**config.mk**
```make
export PLATFORM = sky130hd
export DESIGN_NAME = checksummed_frame_deframer
export DESIGN_NICKNAME = d
export VERILOG_FILES = /design/src/design/cfd_pkg.sv /design/src/design/cfd_parser.sv /design/src/design/checksummed_frame_deframer.sv
export SDC_FILE = /design/constraint.sdc
export NUM_CORES = 1
export LEC_CHECK = 0
export BUFFER_PORTS_ARGS = -buffer_cell sky130_fd_sc_hd__buf_2
export CAP_MARGIN = 20
export CORE_MARGIN = 10
export CORE_UTILIZATION = 50
export CTS_CLUSTER_SIZE = 14
export DETAILED_ROUTE_END_ITERATION = 8
export GPL_TIMING_DRIVEN = 0
export PLACE_DENSITY = 0.68
export SETUP_SLACK_MARGIN = 0.05
export SYNTH_ARGS = -nofsm -noshare
export SYNTH_HDL_FRONTEND = slang
export SYNTH_SLANG_ARGS = --single-unit
```
**constraint.sdc**
```tcl
create_clock -name clk -period 6.8 [get_ports clk]
set_input_delay 0.68 -clock clk [delete_from_list [all_inputs] [get_ports clk]]
set_output_delay 0.68 -clock clk [all_outputs]
set_load 0.01 [all_outputs]
```
**src/design/cfd_pkg.sv**
```systemverilog
package cfd_pkg;

    localparam int MAX_PAYLOAD = 256;
    localparam int TOTAL_W     = $clog2(MAX_PAYLOAD + 1);

    localparam logic [7:0] SYNC_BYTE   = 8'hAF;
    localparam logic [7:0] TAIL_FIRST  = 8'h19;
    localparam logic [7:0] TAIL_SECOND = 8'h3F;
    localparam logic [15:0] FRAME_OVERHEAD = 16'd8;

    // Event codes carried on event_res.
    localparam logic [2:0] EV_NONE = 3'd0;
    localparam logic [2:0] EV_DATA = 3'd1;
    localparam logic [2:0] EV_OK   = 3'd2;
    localparam logic [2:0] EV_SUM  = 3'd3;
    localparam logic [2:0] EV_TAIL = 3'd4;
    localparam logic [2:0] EV_LEN  = 3'd5;

    // Parser phases.
    localparam logic [3:0] PH_IDLE    = 4'd0;
    localparam logic [3:0] PH_SYNC1   = 4'd1;
    localparam logic [3:0] PH_SYNC2   = 4'd2;
    localparam logic [3:0] PH_LEN1    = 4'd3;
    localparam logic [3:0] PH_LEN2    = 4'd4;
    localparam logic [3:0] PH_PAYLOAD = 4'd5;
    localparam logic [3:0] PH_CHECK   = 4'd6;
    localparam logic [3:0] PH_TAIL1   = 4'd7;
    localparam logic [3:0] PH_TAIL2   = 4'd8;

    typedef struct packed {
        logic [2:0] ev;
        logic [7:0] data;
        logic [7:0] idx;
        logic [7:0] ftype;
        logic [8:0] plen;
    } res_t;

    function automatic logic [7:0] idx8(input logic [TOTAL_W-1:0] v);
        logic [TOTAL_W+7:0] w;
        w = {8'd0, v};
        return w[7:0];
    endfunction

    function automatic logic [8:0] len9(input logic [TOTAL_W-1:0] v);
        logic [TOTAL_W+8:0] w;
        w = {9'd0, v};
        return w[8:0];
    endfunction

endpackage

```
**src/design/cfd_parser.sv**
```systemverilog
module cfd_parser
    import cfd_pkg::*;
(
    input  logic       clk,
    input  logic       rst_n,
    input  logic       step,
    input  logic [7:0] byte_in,
    output res_t       res
);

    logic [3:0]         phase_reg, phase_next;
    logic [7:0]         len_lo_reg, len_lo_next;
    logic [TOTAL_W-1:0] total_reg, total_next;
    logic [TOTAL_W-1:0] count_reg, count_next;
    logic [7:0]         sum_reg, sum_next;
    logic [7:0]         type_reg, type_next;

    logic [15:0]        len_word;
    logic [15:0]        len_excess;
    logic               len_ok;
    logic [TOTAL_W-1:0] count_inc;
    logic [7:0]         sum_add;

    assign len_word   = {byte_in, len_lo_reg};
    assign len_excess = len_word - FRAME_OVERHEAD;
    assign len_ok     = (len_word >= FRAME_OVERHEAD) && (len_excess <= 16'(MAX_PAYLOAD));
    assign count_inc  = count_reg + TOTAL_W'(1);
    assign sum_add    = sum_reg + byte_in;

    always_comb
    begin
        phase_next  = phase_reg;
        len_lo_next = len_lo_reg;
        total_next  = total_reg;
        count_next  = count_reg;
        sum_next    = sum_reg;
        type_next   = type_reg;
        res         = '0;

        unique case (phase_reg)
            PH_SYNC1:
            begin
                phase_next = (byte_in == SYNC_BYTE) ? PH_SYNC2 : PH_IDLE;
            end
            PH_SYNC2:
            begin
                // The byte after two sync bytes is always the low length byte.
                len_lo_next = byte_in;
                sum_next    = byte_in;
                count_next  = '0;
                total_next  = '0;
                type_next   = '0;
                phase_next  = PH_LEN1;
            end
            PH_LEN1:
            begin
                sum_next = sum_add;
                if (!len_ok)
                begin
                    phase_next = PH_IDLE;
                    res.ev     = EV_LEN;
                end
                else
                begin
                    total_next = len_excess[TOTAL_W-1:0];
                    phase_next = PH_LEN2;
                end
            end
            PH_LEN2:
            begin
                type_next  = byte_in;
                sum_next   = sum_add;
                count_next = '0;
                phase_next = (total_reg == '0) ? PH_CHECK : PH_PAYLOAD;
            end
            PH_PAYLOAD:
            begin
                sum_next   = sum_add;
                count_next = count_inc;
                if (count_inc >= total_reg)
                begin
                    phase_next = PH_CHECK;
                end
                res.ev    = EV_DATA;
                res.data  = byte_in;
                res.idx   = idx8(count_reg);
                res.ftype = type_reg;
                res.plen  = len9(total_reg);
            end
            PH_CHECK:
            begin
                if (byte_in != sum_reg)
                begin
                    phase_next = PH_IDLE;
                    res.ev     = EV_SUM;
                    res.ftype  = type_reg;
                    res.plen   = len9(total_reg);
                end
                else
                begin
                    phase_next = PH_TAIL1;
                end
            end
            PH_TAIL1:
            begin
                if (byte_in != TAIL_FIRST)
                begin
                    phase_next = PH_IDLE;
                    res.ev     = EV_TAIL;
                    res.ftype  = type_reg;
                    res.plen   = len9(total_reg);
                end
                else
                begin
                    phase_next = PH_TAIL2;
                end
            end
            PH_TAIL2:
            begin
                phase_next = PH_IDLE;
                res.ev     = (byte_in == TAIL_SECOND) ? EV_OK : EV_TAIL;
                res.ftype  = type_reg;
                res.plen   = len9(total_reg);
            end
            default:
            begin
                // Idle and any unused code hunt for the first sync byte.
                phase_next = (byte_in == SYNC_BYTE) ? PH_SYNC1 : PH_IDLE;
            end
        endcase
    end

    always_ff @(posedge clk or negedge rst_n)
    begin
        if (!rst_n)
        begin
            phase_reg  <= PH_IDLE;
            len_lo_reg <= '0;
            total_reg  <= '0;
            count_reg  <= '0;
            sum_reg    <= '0;
            type_reg   <= '0;
        end
        else if (step)
        begin
            phase_reg  <= phase_next;
            len_lo_reg <= len_lo_next;
            total_reg  <= total_next;
            count_reg  <= count_next;
            sum_reg    <= sum_next;
            type_reg   <= type_next;
        end
    end

endmodule

```
**src/design/checksummed_frame_deframer.sv**
```systemverilog
// Channel  | Handshake            | Payload
// ---------+----------------------+----------------------------------------------
// rx       | rx_valid / rx_ready  | rx_byte
// res      | res_valid / res_ready| event_res, data_byte, byte_index, frame_type,
//          |                      | payload_length
//
// Every received beat produces exactly one result beat, event none included.
// One byte per cycle sustained while the receiver takes results; a byte passes
// through the input register, then the parser step into the result register.
// rst_n clears the parser to idle and empties both registers.
// A stalled result register holds the byte in the input register; rx_ready
// stays high as long as either register can move.
module checksummed_frame_deframer
    import cfd_pkg::*;
(
    input  logic       clk,
    input  logic       rst_n,
    input  logic       rx_valid,
    output logic       rx_ready,
    input  logic [7:0] rx_byte,
    output logic       res_valid,
    input  logic       res_ready,
    output logic [2:0] event_res,
    output logic [7:0] data_byte,
    output logic [7:0] byte_index,
    output logic [7:0] frame_type,
    output logic [8:0] payload_length
);

    logic       in_valid_reg, in_valid_next;
    logic [7:0] in_byte_reg;
    logic       out_valid_reg, out_valid_next;
    res_t       out_reg;
    res_t       step_res;
    logic       advance;
    logic       rx_take;

    assign advance  = in_valid_reg && (!out_valid_reg || res_ready);
    assign rx_ready = !in_valid_reg || !out_valid_reg || res_ready;
    assign rx_take  = rx_valid && rx_ready;

    cfd_parser u_parser (
        .clk     (clk),
        .rst_n   (rst_n),
        .step    (advance),
        .byte_in (in_byte_reg),
        .res     (step_res)
    );

    always_comb
    begin
        in_valid_next = in_valid_reg;
        if (rx_take)
        begin
            in_valid_next = 1'b1;
        end
        else if (advance)
        begin
            in_valid_next = 1'b0;
        end

        out_valid_next = out_valid_reg;
        if (advance)
        begin
            out_valid_next = 1'b1;
        end
        else if (res_ready)
        begin
            out_valid_next = 1'b0;
        end
    end

    always_ff @(posedge clk or negedge rst_n)
    begin
        if (!rst_n)
        begin
            in_valid_reg  <= 1'b0;
            out_valid_reg <= 1'b0;
        end
        else
        begin
            in_valid_reg  <= in_valid_next;
            out_valid_reg <= out_valid_next;
        end
    end

    always_ff @(posedge clk)
    begin
        if (rx_take)
        begin
            in_byte_reg <= rx_byte;
        end
        if (advance)
        begin
            out_reg <= step_res;
        end
    end

    assign res_valid      = out_valid_reg;
    assign event_res      = out_reg.ev;
    assign data_byte      = out_reg.data;
    assign byte_index     = out_reg.idx;
    assign frame_type     = out_reg.ftype;
    assign payload_length = out_reg.plen;

endmodule

```
# == Word-level counts from Yosys, hierarchy flattened ==
# Index checks and enable logic that the tools add are counted.
# totals
regBits,92
input_bits,12
output_inout_bits,38
wordCells,83
# classes
n_addsub,3
n_lt_le_gt_ge,3
eq_ne,14
muxes,25
n_reduce_logical,24
# ops
operator,count
$pmux 17 s3,1
$pmux 9 s2,2
$mux 17,2
$pmux 4 s8,1
$pmux 8 s2,2
$eq 4x3->1 const B,4
$ge 16x4->1 const B,1
$le 16x9->1 const B,1
$sub 16x4->16 const B,1
$mux 3,5
$pmux 3 s5,1
$reduce_bool 2->1,6
$reduce_and 2->1,5
$add 9x1->9 const B,1
$ge 9x9->1,1
$logic_not 9->1,1
$mux 9,1
$add 8x8->8,1
$eq 4x2->1 const B,2
$eq 8x6->1 const B,1
$eq 8x8->1 const B,1
$mux 4,2
$ne 8x5->1 const B,1
$ne 8x8->1,1
other kinds (11),24

# == Logic depth before layout (Yosys ltp) ==
# logic_depth
ltp_word,5
mapped_depth,11
depth_no_buf,11

# == Hierarchy ==
# From an unflattened synthesis, not the netlist that was laid out.
# hier_totals
cells_unflattened,443
area_unflattened_um2,4745.8
# by_module_without_submodules
mod,n_inst,cells_each,area_each_um2,seq_area_each_um2
cfd_parser,1,391,3320.7,1151.1
checksummed_frame_deframer,1,52,1425.1,1371.3

# == Worst setup path before layout ==
# Ideal clock, no wire load.
# synth_path
path_type,input -> register
from,input port res_ready
to,register u_parser.total_reg[0]
setup_time_ns,0.067
arrival_time_ns,2.448
required_time_ns,6.733
slack_ns,4.285
stages,6
n_path_buf,0
cell_sequence,nand2b_1 nand2_1 inv_1 a41oi_1 nor2_1 a32o_1
# synth_via
elab_chain_len,3
# synth_lines
item,line,text
from (decl),checksummed_frame_deframer.sv:22,"input logic res_ready,"
$logic_or 1x1->1,checksummed_frame_deframer.sv:38,assign advance = in_valid_reg && (!out_valid_reg || res_ready);
$logic_and 1x1->1,checksummed_frame_deframer.sv:38,
via advance,checksummed_frame_deframer.sv:35,logic advance;
$reduce_and 3->1 (no source line),-,
to (signal assigned),cfd_parser.sv:148,total_reg <= total_next;
to (decl),cfd_parser.sv:13,"logic [TOTAL_W-1:0] total_reg, total_next;"
# The timed path passes the listed nets, and every way through them passes these cells.
# A chain may end at the register's enable or synchronous reset.

==> impl_metrics.yaml <==
run_status:
  result_of_the_run: "finished, final reports clean"
finish:
  post_route_cells_drive_above_1_share_pct: 17.0
  area_growth_syn_to_layout_pct: 13.6
  diodes: 0
  fillers: 767
  final_nets: 516
  finalCoreUtilization_pct: 57.9
  instances_no_fill: 600
sta:
  setup_violations: 0
  fmax_mhz: 325
  final_hold_violations: 0
  tightestPinTransition_ns: 0.997
  fin_tns_setup_ns: 0
  clock-skew-final_ns: 0.00950
  holdWs_ns: 0.279
  timing.slew.headroom_pct: 33.0
  timing.final.crit_period_ns: 3.08
  rsz0062_at_grt: "no"
  maxSlewViolCount: 0
  post-route-period-util_pct: 45.3
pwr:
  total_leakage_power_nw: 2.24
  p_total_mw: 1.20
  powerDensity_mw_per_mm2: 226
  vdd_ir_drop_max_uv: 110
synthesis:
  synth.avg_cell_area_um2: 11.0
  synthCells: 423
  dominant_combinational_cell_family_by_area_after_synthesis: "simple AND/OR/NAND/NOR gates"
  post_synth_instance_area_mm2: 0.00467
  yosysUniqueCellTypes: 61
  synth_adder_area_share_pct: 5.52
  post_synth_mux_area_share_pct: 1.61
  synth_edf_count: 44
  synth-simple-area-share_pct: 16.3
  post_syn_nets: 455
  yosysSeqAreaShare_pct: 54.1
  synth-seq-cells: 92
  ys_warn_count: 0
  synthArstFlopShare_pct: 52.2
  yosys.area_share.xor_xnor_pct: 2.44
  synth-main-ff-cell: "sky130_fd_sc_hd__dfrtp_1"
  synth_compound_area_share_pct: 15.4
global_routing:
  globalRouteMet3Util_pct: 3.18
  global_route.usage.met2_pct: 24.8
  gr-usage-met1_pct: 19.8
  grt_util_all_layers_pct: 15.4
  grt_most_used_layer: "met2"
  number_of_global_route_vias_before_repair: 3369
  grt_antenna_before_repair: 0
  grt_pass1_wl_um: 16600
  grt_overflow_total: 0
  grt_start_max_net_pins: 41
setup_path:
  crit_path_max_fanout: 10
  setup.worst_path.class: "reg2reg"
  timing.critical_path.required_ns: 6.90
  end_kind: "flip-flop"
  arrival_ns: 3.18
  worstSetupStartpointType: "flip-flop"
job:
  timing.max_cap.violations: 0
clock_tree:
  clk_root_buffer_cell: "sky130_fd_sc_hd__clkbuf_8"
  max_root_sink_buffers: 2
  cts-resized-gates: 0
  clock-sinks: 92
  worstSkewPairLatency_ns: 0.36
  cts.reportedPaths.clkPinSlew_ns: 0.09
  hold_buffers: 0
  clock_tree.htree_level_count: 3
  cts.repair_timing.setup_buffer_count: 0
  cts-buffers-inserted: 9
  tritoncts: "done"
route:
  drt_drc_violations_left: 0
  routed_wire_length_um: 10200
  post_drt_wl_per_cell_um: 17.0
  drt_pass1_iterations: 5
  drt_iter0_drc: 178
  dr_total_vias: 3447
  route.detailed.vias_per_inst: 5.75
  remaining_antenna_violation_count: 0
floorplanning:
  core_region_area_mm2: 0.00915
  floorplan.die.height_um: 117
  rows: 35
  floorplan.die_area_mm2: 0.0136
  num_ports: 50
  fp.dieW_um: 117
  initial_core_util_pct: 51.0
placement:
  placed_cells: 584
  dp_hpwl_um: 7430
  globalplace.congestion: 0.841
  total_of_buffers_placed_on_input_and_output_ports: 49
worst_hold_path:
  holdCritPathClass: "in2async"
final timing paths:
| kind | start | endpoint | slack [ns] | cells after the start |
|---|---|---|---|---|
| max | in_byte_reg[3] | payload_length[5] | 3.72 | 8 |
| min reg2reg | u_parser.sum_reg[2] | u_parser.sum_reg[2] | 0.50 | 2 |
| max reg2reg | in_byte_reg[3] | payload_length[5] | 3.72 | 8 |
| min | rst_n | u_parser.phase_reg[0] | 0.28 | 1 |
| min in group clk | rx_byte[3] | in_byte_reg[3] | 0.49 | 1 |
| max in group asynchronous | rst_n | u_parser.total_reg[7] | 5.99 | 2 |
cell families after synthesis:
kind of cell,Yosys count
flops,92
simple gates,150
buf+inv,41
xor+xnor,13
fa+ha+maj,20
compound gates,100
mux,7
Yosys cell counts (2+ instances only):
cell                        instances  share of area (%)
sky130_fd_sc_hd__a22o_1            13                2.4
sky130_fd_sc_hd__a21o_1             2               0.32
sky130_fd_sc_hd__nor3_1            19                2.0
sky130_fd_sc_hd__nor2b_1           12                1.6
sky130_fd_sc_hd__mux2_2             4               0.97
sky130_fd_sc_hd__a41oi_1            2               0.38
sky130_fd_sc_hd__or3_1              3               0.40
sky130_fd_sc_hd__and2_1            14                1.9
sky130_fd_sc_hd__edfxtp_1          44                 28
sky130_fd_sc_hd__xor2_1             4               0.75
sky130_fd_sc_hd__clkbuf_8           4                1.2
sky130_fd_sc_hd__nor4_1             5               0.67
sky130_fd_sc_hd__clkbuf_1           9               0.72
sky130_fd_sc_hd__a211oi_1           3               0.48
sky130_fd_sc_hd__nor2_1            33                2.7
sky130_fd_sc_hd__a32o_1             3               0.64
sky130_fd_sc_hd__xnor2_1            9                1.7
sky130_fd_sc_hd__ha_1              19                5.1
sky130_fd_sc_hd__nand4_1            3               0.40
sky130_fd_sc_hd__o21a_1             5               0.80
sky130_fd_sc_hd__a31oi_1            2               0.27
sky130_fd_sc_hd__o31ai_1            2               0.32
sky130_fd_sc_hd__o2bb2ai_1          6                1.1
sky130_fd_sc_hd__nand2b_1           5               0.67
sky130_fd_sc_hd__and3_1             3               0.40
sky130_fd_sc_hd__nand3_1           11                1.2
sky130_fd_sc_hd__mux2i_1            3               0.64
sky130_fd_sc_hd__o311a_1            2               0.43
sky130_fd_sc_hd__o211ai_1           2               0.32
sky130_fd_sc_hd__o21ai_0           25                2.7
sky130_fd_sc_hd__buf_6              3               0.72
sky130_fd_sc_hd__dfrtp_1           48                 26
sky130_fd_sc_hd__nand3b_1           3               0.48
sky130_fd_sc_hd__inv_1             24                1.9
sky130_fd_sc_hd__nand2_1           32                2.6
sky130_fd_sc_hd__a21oi_1           16                1.7
sky130_fd_sc_hd__and4_1             2               0.38
through the flow:
step	worst slack, ns	area (um^2)
3_3_place_gp	3.54	5050
3_5_place_dp	3.74	5080
2_1_floorplan	4.28	4670
5_1_grt	3.49	5300
4_1_cts	3.71	5300
6_report	3.72	5300
layer usage:
metal,part of all wire (%),up-vias
li1,-,1670
met1,45,1640
met2,46,117
met3,6.4,20
met4,2.6,0
met5,0,-
worst max-delay path, stage by stage, from the launching register on:
cell                       delay (ns)
sky130_fd_sc_hd__edfxtp_1        0.54
sky130_fd_sc_hd__ha_1            0.41
sky130_fd_sc_hd__nor3_1          0.36
sky130_fd_sc_hd__a31oi_1         0.25
sky130_fd_sc_hd__o22ai_1         0.21
sky130_fd_sc_hd__nor2_1          0.05
sky130_fd_sc_hd__nor2_1          0.55
sky130_fd_sc_hd__clkbuf_1        0.37
sky130_fd_sc_hd__nor2_1          0.08
power breakdown:
| group | total [mW] | switching [mW] | internal (mW) |
|---|---|---|---|
| clock | 0.413 | 0.202 | 0.211 |
| combinational | 0.147 | 0.0894 | 0.0578 |
| sequential | 0.639 | 0.0215 | 0.618 |
cells in the final DEF (no fill, tap or decap), types with 3 or more instances in the layout:
master / Yosys / routed
sky130_fd_sc_hd__dfrtp_1: 48 / 48
sky130_fd_sc_hd__mux2_2: 4 / 4
sky130_fd_sc_hd__a211oi_1: 3 / 3
sky130_fd_sc_hd__edfxtp_1: 44 / 44
sky130_fd_sc_hd__and3_1: 3 / 3
sky130_fd_sc_hd__nand3_1: 11 / 11
sky130_fd_sc_hd__a22o_1: 13 / 13
sky130_fd_sc_hd__buf_2: 1 / 50
sky130_fd_sc_hd__a21oi_1: 16 / 16
sky130_fd_sc_hd__mux2i_1: 3 / 3
sky130_fd_sc_hd__nor4_1: 5 / 4
sky130_fd_sc_hd__o2bb2ai_1: 6 / 6
sky130_fd_sc_hd__buf_6: 3 / 3
sky130_fd_sc_hd__clkbuf_1: 9 / 10
sky130_fd_sc_hd__inv_1: 24 / 23
sky130_fd_sc_hd__nor2_1: 33 / 33
sky130_fd_sc_hd__o21a_1: 5 / 5
sky130_fd_sc_hd__nor3_1: 19 / 19
sky130_fd_sc_hd__nand4_1: 3 / 3
sky130_fd_sc_hd__clkbuf_8: 4 / 13
sky130_fd_sc_hd__nand2b_1: 5 / 5
sky130_fd_sc_hd__xnor2_1: 9 / 9
sky130_fd_sc_hd__or3_1: 3 / 3
sky130_fd_sc_hd__nand3b_1: 3 / 3
sky130_fd_sc_hd__ha_1: 19 / 19
sky130_fd_sc_hd__o21ai_0: 25 / 25
sky130_fd_sc_hd__nor2b_1: 12 / 12
sky130_fd_sc_hd__a32o_1: 3 / 3
sky130_fd_sc_hd__and2_1: 14 / 14
sky130_fd_sc_hd__nand2_1: 32 / 32
sky130_fd_sc_hd__xor2_1: 4 / 4
cell type report:
| class | instances | area [um^2] | area share (%) |
|---|---|---|---|
| sequential | 92 | 2520 | 47.6 |
| multi-input combinational | 290 | 1930 | 36.5 |
| timing repair buffer | 50 | 265 | 5.01 |
| tap | 111 | 139 | 2.62 |
| clock buffer | 10 | 128 | 2.41 |
| buffer | 17 | 128 | 2.41 |
| clock inverter | 6 | 95.1 | 1.79 |
| inverter | 24 | 90.1 | 1.70 |
(Power assumes the default switching activity.)
